$ cat src/sv/rfd_pkg.sv
// ----------------------------------------------------------------------------
// Radio frame deframer package
// Shared types, codes and sizes of the deframer core and its result queue.
// ----------------------------------------------------------------------------
package rfd_pkg;

  localparam int unsigned ByteW      = 8;
  localparam int unsigned HeaderLen  = 11;
  localparam int unsigned HdrCntW    = 4;
  localparam int unsigned CfgIdxW    = 1;

  localparam int unsigned FifoDepth  = 4;
  localparam int unsigned FifoPtrW   = $clog2(FifoDepth);
  localparam int unsigned FifoCntW   = $clog2(FifoDepth + 1);

  localparam logic [CfgIdxW-1:0] RegStartSymbol = 1'b0;
  localparam logic [CfgIdxW-1:0] RegStopSymbol  = 1'b1;

  localparam logic [ByteW-1:0] StartSymbolReset = 8'd2;
  localparam logic [ByteW-1:0] StopSymbolReset  = 8'd3;

  typedef enum logic [1:0] {
    KindHeader  = 2'd0,
    KindContent = 2'd1,
    KindStatus  = 2'd2
  } kind_e;

  typedef enum logic [1:0] {
    StatusOk       = 2'd0,
    StatusNoStart  = 2'd1,
    StatusMismatch = 2'd2
  } status_e;

  typedef struct packed {
    kind_e            kind;
    logic [ByteW-1:0] position;
    logic [ByteW-1:0] value;
    status_e          status;
    logic             last;
  } result_t;

  typedef struct packed {
    logic [1:0] count;
    result_t    r0;
    result_t    r1;
  } push_t;

endpackage

$ cat src/sv/rfd_core.sv
// ----------------------------------------------------------------------------
// Deframer core
// Holds the frame phase, counters and symbol registers, and turns each
// accepted byte into zero, one or two result beats for the queue.
// ----------------------------------------------------------------------------
module rfd_core (
  input  logic                        clk_i,
  input  logic                        rst_ni,
  input  logic                        accept_i,
  input  logic [rfd_pkg::ByteW-1:0]   rx_byte_i,
  input  logic                        packet_end_i,
  input  logic                        cfg_write_i,
  input  logic [rfd_pkg::CfgIdxW-1:0] cfg_index_i,
  input  logic [rfd_pkg::ByteW-1:0]   cfg_data_i,
  output rfd_pkg::push_t              push_o
);

  typedef enum logic [2:0] {
    PhStart   = 3'd0,
    PhHeader  = 3'd1,
    PhContent = 3'd2,
    PhStop    = 3'd3,
    PhDrop    = 3'd4
  } phase_e;

  phase_e                      phase_q, phase_d;
  logic [rfd_pkg::HdrCntW-1:0] hdr_cnt_q, hdr_cnt_d;
  logic [rfd_pkg::ByteW-1:0]   left_q, left_d;
  logic [rfd_pkg::ByteW-1:0]   offset_q, offset_d;
  logic [rfd_pkg::ByteW-1:0]   open_code_q, close_code_q;

  rfd_pkg::result_t res0, res1;
  logic [1:0]       n_res;
  logic             status_given;

  always_comb begin
    phase_d      = phase_q;
    hdr_cnt_d    = hdr_cnt_q;
    left_d       = left_q;
    offset_d     = offset_q;
    res0         = '0;
    res1         = '0;
    n_res        = 2'd0;
    status_given = 1'b0;

    case (phase_q)
      PhStart: begin
        if (rx_byte_i == open_code_q) begin
          phase_d   = PhHeader;
          hdr_cnt_d = '0;
          left_d    = '0;
          offset_d  = '0;
        end else begin
          res0.kind    = rfd_pkg::KindStatus;
          res0.status  = rfd_pkg::StatusNoStart;
          n_res        = 2'd1;
          status_given = 1'b1;
          phase_d      = PhDrop;
        end
      end
      PhHeader: begin
        res0.kind     = rfd_pkg::KindHeader;
        res0.position = {{(rfd_pkg::ByteW - rfd_pkg::HdrCntW){1'b0}}, hdr_cnt_q};
        res0.value    = rx_byte_i;
        n_res         = 2'd1;
        if (hdr_cnt_q >= rfd_pkg::HdrCntW'(rfd_pkg::HeaderLen - 1)) begin
          left_d   = rx_byte_i;
          offset_d = '0;
          phase_d  = (rx_byte_i == '0) ? PhStop : PhContent;
        end else begin
          hdr_cnt_d = hdr_cnt_q + 1'b1;
        end
      end
      PhContent: begin
        res0.kind     = rfd_pkg::KindContent;
        res0.position = offset_q;
        res0.value    = rx_byte_i;
        n_res         = 2'd1;
        offset_d      = offset_q + 1'b1;
        left_d        = left_q - 1'b1;
        if (left_d == '0) begin
          phase_d = PhStop;
        end
      end
      PhStop: begin
        res0.kind    = rfd_pkg::KindStatus;
        res0.status  = (rx_byte_i == close_code_q) ? rfd_pkg::StatusOk
                                                   : rfd_pkg::StatusMismatch;
        n_res        = 2'd1;
        status_given = 1'b1;
        phase_d      = PhDrop;
      end
      default: begin
        status_given = 1'b1;
        phase_d      = PhDrop;
      end
    endcase

    if (packet_end_i) begin
      if (!status_given) begin
        if (n_res == 2'd0) begin
          res0.kind   = rfd_pkg::KindStatus;
          res0.status = rfd_pkg::StatusMismatch;
          n_res       = 2'd1;
        end else begin
          res1.kind   = rfd_pkg::KindStatus;
          res1.status = rfd_pkg::StatusMismatch;
          n_res       = 2'd2;
        end
      end
      phase_d   = PhStart;
      hdr_cnt_d = '0;
      left_d    = '0;
      offset_d  = '0;
    end

    res0.last = (n_res == 2'd1);
    res1.last = (n_res == 2'd2);
  end

  always_comb begin
    push_o.count = accept_i ? n_res : 2'd0;
    push_o.r0    = res0;
    push_o.r1    = res1;
  end

  always_ff @(posedge clk_i or negedge rst_ni) begin
    if (!rst_ni) begin
      phase_q      <= PhStart;
      hdr_cnt_q    <= '0;
      left_q       <= '0;
      offset_q     <= '0;
      open_code_q  <= rfd_pkg::StartSymbolReset;
      close_code_q <= rfd_pkg::StopSymbolReset;
    end else begin
      if (accept_i) begin
        phase_q   <= phase_d;
        hdr_cnt_q <= hdr_cnt_d;
        left_q    <= left_d;
        offset_q  <= offset_d;
      end
      if (cfg_write_i && (cfg_index_i == rfd_pkg::RegStartSymbol)) begin
        open_code_q <= cfg_data_i;
      end
      if (cfg_write_i && (cfg_index_i == rfd_pkg::RegStopSymbol)) begin
        close_code_q <= cfg_data_i;
      end
    end
  end

endmodule

$ cat src/sv/rfd_fifo.sv
// ----------------------------------------------------------------------------
// Deframer result queue
// Small register queue that takes up to two result beats per cycle and
// hands out one beat per cycle while the output is not stalled, from a registered entry.
// ----------------------------------------------------------------------------
module rfd_fifo (
  input  logic             clk_i,
  input  logic             rst_ni,
  input  rfd_pkg::push_t   push_i,
  output logic             room_o,
  output logic             out_valid_o,
  input  logic             out_stall_i,
  output rfd_pkg::result_t out_data_o
);

  rfd_pkg::result_t                mem_q [rfd_pkg::FifoDepth];
  logic [rfd_pkg::FifoPtrW-1:0]    wr_ptr_q, rd_ptr_q;
  logic [rfd_pkg::FifoPtrW-1:0]    wr_ptr_next;
  logic [rfd_pkg::FifoCntW-1:0]    cnt_q;
  logic                            pop;

  assign wr_ptr_next = wr_ptr_q + 1'b1;
  assign out_valid_o = (cnt_q != '0);
  assign out_data_o  = mem_q[rd_ptr_q];
  assign pop         = out_valid_o && !out_stall_i;
  assign room_o      = (cnt_q <= rfd_pkg::FifoCntW'(rfd_pkg::FifoDepth - 2));

  always_ff @(posedge clk_i) begin
    if (push_i.count != 2'd0) begin
      mem_q[wr_ptr_q] <= push_i.r0;
    end
    if (push_i.count == 2'd2) begin
      mem_q[wr_ptr_next] <= push_i.r1;
    end
  end

  always_ff @(posedge clk_i or negedge rst_ni) begin
    if (!rst_ni) begin
      wr_ptr_q <= '0;
      rd_ptr_q <= '0;
      cnt_q    <= '0;
    end else begin
      wr_ptr_q <= wr_ptr_q + rfd_pkg::FifoPtrW'(push_i.count);
      if (pop) begin
        rd_ptr_q <= rd_ptr_q + 1'b1;
      end
      cnt_q <= cnt_q + rfd_pkg::FifoCntW'(push_i.count)
                     - rfd_pkg::FifoCntW'(pop);
    end
  end

endmodule

$ cat src/sv/radio_frame_deframer_top.sv
// The results of a byte are registered in the result queue and offered from its head in order.
// Throughput: one byte per cycle while the queue has room; a byte with two results gives two output beats.
// The input stalls while the four-entry result queue has fewer than two free entries.
// Reset clears phase and counters, empties the queue, and sets the symbols to 2 and 3.
// ----------------------------------------------------------------------------
// Radio frame deframer
// Splits length-prefixed packets into header, content and status results.
// ----------------------------------------------------------------------------
module radio_frame_deframer_top (
  input  logic                        clk_i,
  input  logic                        rst_ni,
  input  logic                        in_valid_i,
  output logic                        in_stall_o,
  input  logic [7:0]                  rx_byte_i,
  input  logic                        packet_end_i,
  output logic                        out_valid_o,
  input  logic                        out_stall_i,
  output logic [1:0]                  item_kind_o,
  output logic [7:0]                  position_o,
  output logic [7:0]                  byte_value_o,
  output logic [1:0]                  frame_status_o,
  output logic                        last_of_run_o,
  input  logic                        cfg_valid_i,
  output logic                        cfg_ready_o,
  input  logic [rfd_pkg::CfgIdxW-1:0] cfg_index_i,
  input  logic [7:0]                  cfg_data_i
);

  rfd_pkg::push_t   push;
  rfd_pkg::result_t out_data;
  logic             room;
  logic             accept;

  assign in_stall_o  = !room;
  assign accept      = in_valid_i && room;
  assign cfg_ready_o = 1'b1;

  rfd_core u_core (
    .clk_i        (clk_i),
    .rst_ni       (rst_ni),
    .accept_i     (accept),
    .rx_byte_i    (rx_byte_i),
    .packet_end_i (packet_end_i),
    .cfg_write_i  (cfg_valid_i),
    .cfg_index_i  (cfg_index_i),
    .cfg_data_i   (cfg_data_i),
    .push_o       (push)
  );

  rfd_fifo u_fifo (
    .clk_i       (clk_i),
    .rst_ni      (rst_ni),
    .push_i      (push),
    .room_o      (room),
    .out_valid_o (out_valid_o),
    .out_stall_i (out_stall_i),
    .out_data_o  (out_data)
  );

  assign item_kind_o    = out_data.kind;
  assign position_o     = out_data.position;
  assign byte_value_o   = out_data.value;
  assign frame_status_o = out_data.status;
  assign last_of_run_o  = out_data.last;

endmodule

$ cat config.mk
export PLATFORM = sky130hd
export DESIGN_NAME = radio_frame_deframer_top
export DESIGN_NICKNAME = d
export VERILOG_FILES = /design/src/sv/rfd_pkg.sv /design/src/sv/rfd_core.sv /design/src/sv/rfd_fifo.sv /design/src/sv/radio_frame_deframer_top.sv
export SDC_FILE = /design/constraint.sdc
export NUM_CORES = 1
export LEC_CHECK = 0
export BUFFER_PORTS_ARGS = -buffer_cell sky130_fd_sc_hd__buf_2
export CAP_MARGIN = 15
export CORE_UTILIZATION = 50
export DETAILED_ROUTE_END_ITERATION = 10
export PLACE_DENSITY = 0.79
export SYNTH_ARGS = -nofsm -noshare
export SYNTH_HDL_FRONTEND = slang
export SYNTH_SLANG_ARGS = --single-unit
$ cat constraint.sdc
create_clock -name clk_i -period 7 [get_ports clk_i]
set_input_delay 0.7 -clock clk_i [delete_from_list [all_inputs] [get_ports clk_i]]
set_output_delay 0.7 -clock clk_i [all_outputs]
set_load 0.02 [all_outputs]
; ---- Word-level counts from Yosys, hierarchy flattened
; Memories as Yosys holds them, arrays and structs flattened.
; Index checks and enable logic that the tools add are counted.
[word_totals]
register_bits = 46
latch_bits = 0
ram_bits = 84
rom_bits = 0
inputBits = 23
output_inout_bits = 24
wordCells = 95
n_memories = 1
[classes]
n_addsub = 8
mul = 0
div_mod_pow = 0
magnitude_cmp = 2
eq_ne = 12
shift = 0
muxes = 43
bitwise_logic = 1
reduce_logical = 19
[mem_list]
columns = name, depth, width, read_ports, rd_clocked_by_memory_dff, write_ports, line_no
row1 = u_fifo.mem_q, 4, 21, 1, 0, 2, rfd_fifo.sv:16  ; rfd_pkg::result_t mem_q [rfd_pkg::FifoDepth];
[op_table]
columns = op, n
row1 = $pmux W8 S3, 2
row2 = $mux W8, 5
row3 = $pmux W16 S2, 1
row4 = $mux W2, 15
row5 = $eq A8 B8 Y1, 2
row6 = $logic_not A8 Y1, 2
row7 = $mux W3, 4
row8 = $mux W4, 3
row9 = $ne A3 B2 Y1 const B, 3
row10 = $pmux W3 S3, 1
row11 = $add A8 B1 Y8 const B, 1
row12 = $pmux W2 S2, 2
row13 = $pmux W4 S2, 1
row14 = $reduce_and A4 Y1, 2
row15 = $sub A8 B1 Y8 const B, 1
row16 = $mux W1, 7
row17 = $eq A3 B2 Y1 const B, 2
row18 = $pmux W2 S3, 1
row19 = $reduce_bool A3 Y1, 2
row20 = $add A2 B1 Y2 const B, 2
row21 = $add A4 B1 Y4 const B, 1
row22 = $eq A2 B2 Y1 const B, 2
row23 = $ge A4 B4 Y1 const B, 1
row24 = $logic_and A1 B1 Y1, 4
row25 = 17 further kinds, 18

; ---- Longest topological paths before layout
[depth]
depth_word = 11
mapped_depth = 14
mapped_depth_nobuf = 12

; ---- Hierarchy
; A second synthesis with hierarchy kept.
[hier_totals]
hier_cells = 523
area_unflattened_um2 = 7050.5
[modules_own_cells]
columns = mod, n_inst, cells_per_inst, area_per_inst_um2
row1 = rfd_fifo, 1, 247, 4465.5
row2 = rfd_core, 1, 272, 2563.7
row3 = radio_frame_deframer_top, 1, 4, 21.3

; ---- Worst setup path before layout
; Ideal clock, no wire load.
[synth_timing]
kind = input port to flip-flop
startpoint = input port rx_byte_i[3]
endpoint = memory u_fifo.mem_q[3][0] in the netlist's numbering, enable pin
setup_time_ns = 0.299
t_arrival_ns = 3.180
required_ns = 6.701
slack_ns = 3.521
stages = 14
path_buffers = 4
path_cell_list = xor2_1 nor4_2 and2_1 buf_2 nor2_1 a211oi_1 ha_1 clkbuf_1 o21a_1 o211ai_2 a21o_1 buf_6 buf_6 inv_1
[synth_lines]
columns = item, line_no
row1 = from (decl), radio_frame_deframer_top.sv:14  ; input logic [7:0] rx_byte_i,
row2 = to (decl), rfd_fifo.sv:16

==> metrics.yaml <==
cells_and_area:
  area_delta_synth_final_pct: 13.7
  insertedDiodeCount: 0
  fin_nets: 640
  final_area_um2: 7240
  fin_cells: 787
  drive_above_1_share_pct: 22.1
routing:
  drtPass1Iterations: 5
  vias: 4621
  viasPerCell: 5.87
  finalWirelength_um: 14500
  initialDrtViolationCount: 322
  drc: 0
  wire_per_inst_um: 18.4
  drtAntennaViolNets: 0
floorplan:
  core_region_area_um2: 12200
  die_area_um2: 13200
  row_count: 40
  die_x_um: 115
  pin_count: 47
  initial_core_util_pct: 52.1
  die_height_um: 115
critical_path:
  cp-start-kind: "input port"
  r2r_cells: 10
  endpoint_kind: "flop"
  worst-path-stages: 11
  critPathKind: "in -> reg"
  arrival_ns: 3.93
  worst_path_dominant_cell_family: "compound AO/OA/AOI/OAI gates"
  critPathSlowestCell: "a21o_1"
  cp_num_buf_inv: 2
  critPathMaxFanout: 18
  cp_data_required_time_ns: 7.13
  crit_path_max_incr_delay_ns: 0.64
  path_cells: "buf_2, xor2_1, nor4_2, and2_1, nor2_1, a211oi_1, ha_1, o21a_1, o211ai_2, a21o_1, inv_1"
logic_synthesis:
  synth_area_leader_cell: "dfxtp_1"
  synthArstFlopShare_pct: 35.4
  yosysMostFrequentCell: "dfxtp_1"
  ys_types: 66
  synth.area.top_cells: "dfxtp_1 (23%), dfrtp_1 (17%), mux4_2 (7.4%)"
  avgSynthCellArea_um2: 11.1
  ys_ff_latch: 130
  synth-simple-area-share_pct: 12.1
  synth_nets: 607
  synth_xor_xnor_area_share_pct: 3.30
  synth_mux_area_share_pct: 16.6
  yosysWarnings: 0
  syn_inst: 573
  yosys.area.top_type_share_pct: 22.7
  ys_seq_area_share_pct: 46.5
  synth_area_um2: 6360
  synth_top_family_by_area: "multiplexers"
  synthAdderAreaFrac_pct: 2.28
  synth_compound_area_share_pct: 14.8
  yosys-top-cells-count: "dfxtp_1 (72), nor2_1 (70), dfrtp_1 (43), mux2i_1 (38), o21ai_0 (35)"
  synth_edf_count: 12
  ys.flop_type: "dfxtp_1"
cts:
  ctsResizeCount: 0
  post-cts-setup-buffers: 0
  numCtsBuffers: 17
  clkSinkCount: 130
  clk_pin_slew_worst_paths_ns: 0.06
  cts_buffer_depth: 2
  cts.htree.levels: 4
  cts_tree: "built"
  worstSkewPairLatency_ns: 0.42
  cts_hold_buf: 0
  cts_root_buffer: "clkbuf_16"
sta:
  setup_tns_ns: 0
  drv_slew: 0
  maxSlewHeadroom_pct: 27.3
  hold_viol: 0
  max_freq_ghz: 0.263
  setup-violations-final: 0
  min_period_ns: 3.80
  worst_pin_slew_ns: 1.08
  rsz0062_at_grt: "no"
  fin_crit_sh_pct: 54.3
  skew_ns: 0.0102
global_route:
  grt_pass1_vias: 4589
  overflow: 0
  grt_start_max_net_pins: 47
  grt_pass1_wl_um: 23600
  antenna_found_initial: 0
  track_usage_pct: 24.0
worst_hold_path:
  hold_class: "in -> async"
place:
  place_area_um2: 6620
  dp_cells: 755
  portBuffers: 45
  gp_congestion: 0.853
  dp_hpwl_um: 9790
power:
  ir_worst_vdd_mv: 0.183
  p_total_mw: 2.30
  p_per_area_nw_per_um2: 318
  p_leak_nw: 3.24
job:
  maxCapViolCount: 0
run_status:
  status: "completed"
-- logic make-up after synthesis --
kind of cell	count (synthesis)
and+or+nand+nor	152
DFF	130
AOI/OAI and AO/OA	126
muxes	77
buffers and inverters	52
xor gates and xnor gates	24
adders and majority gates	11
other	1
-- flip-flops by register name, summed over array words and instances, names as in the netlist --
name and flops:
u_core.hdr_cnt_q 4, u_core.left_q 8, u_core.open_code_q 8, u_fifo.mem_q 84
u_core.phase_q 3, u_core.offset_q 8, u_fifo.rd_ptr_q 2, u_fifo.cnt_q 3
u_fifo.wr_ptr_q 2, u_core.close_code_q 8
-- worst reg2reg max path, cell delays in order, from the launching register on --
cell and delay, ns:
dfrtp_1 0.40, xor2_1 0.18, nor4_2 0.41, and2_1 0.38, nor2_1 0.10, a211oi_1 0.23
ha_1 0.34, o21a_1 0.32, o211ai_2 0.29, a21o_1 0.64, inv_1 0.22
-- stage by stage --
step / utilization (%) / setup slack [ns] / hold slack, ns
floorplan: - / 3.52 / 0.404
global route: 59.3 / 2.97 / 0.421
detailed placement: 54.2 / 2.80 / 0.461
finish: 59.3 / 3.20 / 0.374
CTS: 59.3 / 3.23 / 0.391
global placement: 54.2 / 2.96 / 0.456
-- power breakdown --
part | internal [mW] | switching [mW] | leakage [nW]
registers | 0.814 | 0.0913 | 1.26
logic | 0.194 | 0.279 | 1.69
clock network | 0.594 | 0.329 | 0.295
-- final timing paths --
| check | startpoint | end | slack, ns |
|---|---|---|---|
| worst min-delay path | rst_ni | u_fifo.rd_ptr_q[1] | 0.37 |
| worst max register to register | u_core.open_code_q[3] | u_fifo.mem_q[1][0] | 3.20 |
| worst max-delay path | rx_byte_i[5] | u_fifo.mem_q[1][0] | 3.20 |
| min in group clk_i | u_fifo.mem_q[1][7] | u_fifo.mem_q[1][7] | 0.48 |
| max in group asynchronous | rst_ni | u_core.close_code_q[6] | 6.20 |
| worst min register to register | u_fifo.mem_q[1][7] | u_fifo.mem_q[1][7] | 0.48 |
-- cell usage in the layout (no fill, tap or decap), drive strengths merged, types with 6 or more instances in the layout --
cell type   n
xor2       18
mux2i      38
edfxtp     12
ha         10
a22o       33
buf        50
and3        9
nor2       71
nor4       12
o21ai      35
xnor2       6
a31oi       6
mux4       21
mux2       18
and2       11
dfxtp      72
clkinv      8
clkbuf     18
a21oi      15
nand2      24
inv        16
dfrtp      43
-- layer usage --
| metal | wire [um] | global-route usage [%] | up-vias |
|---|---|---|---|
| met5 | 0 | 0 | - |
| met4 | 253 | 9.96 | 0 |
| met3 | 858 | 6.80 | 20 |
| met2 | 7100 | 38.3 | 143 |
| met1 | 6280 | 30.8 | 2293 |
| li1 | - | - | 2165 |
-- area by class of cell --
class / count / area, um2
Clock inverter: 14 / 188
Inverter: 16 / 60.1
Sequential cell: 130 / 2960
Timing Repair Buffer: 50 / 263
Multi-Input combinational cell: 391 / 3130
Clock buffer: 18 / 429
Tap cell: 168 / 210
Fill cell: 1027 / 4980
(Power assumes the default switching activity.)
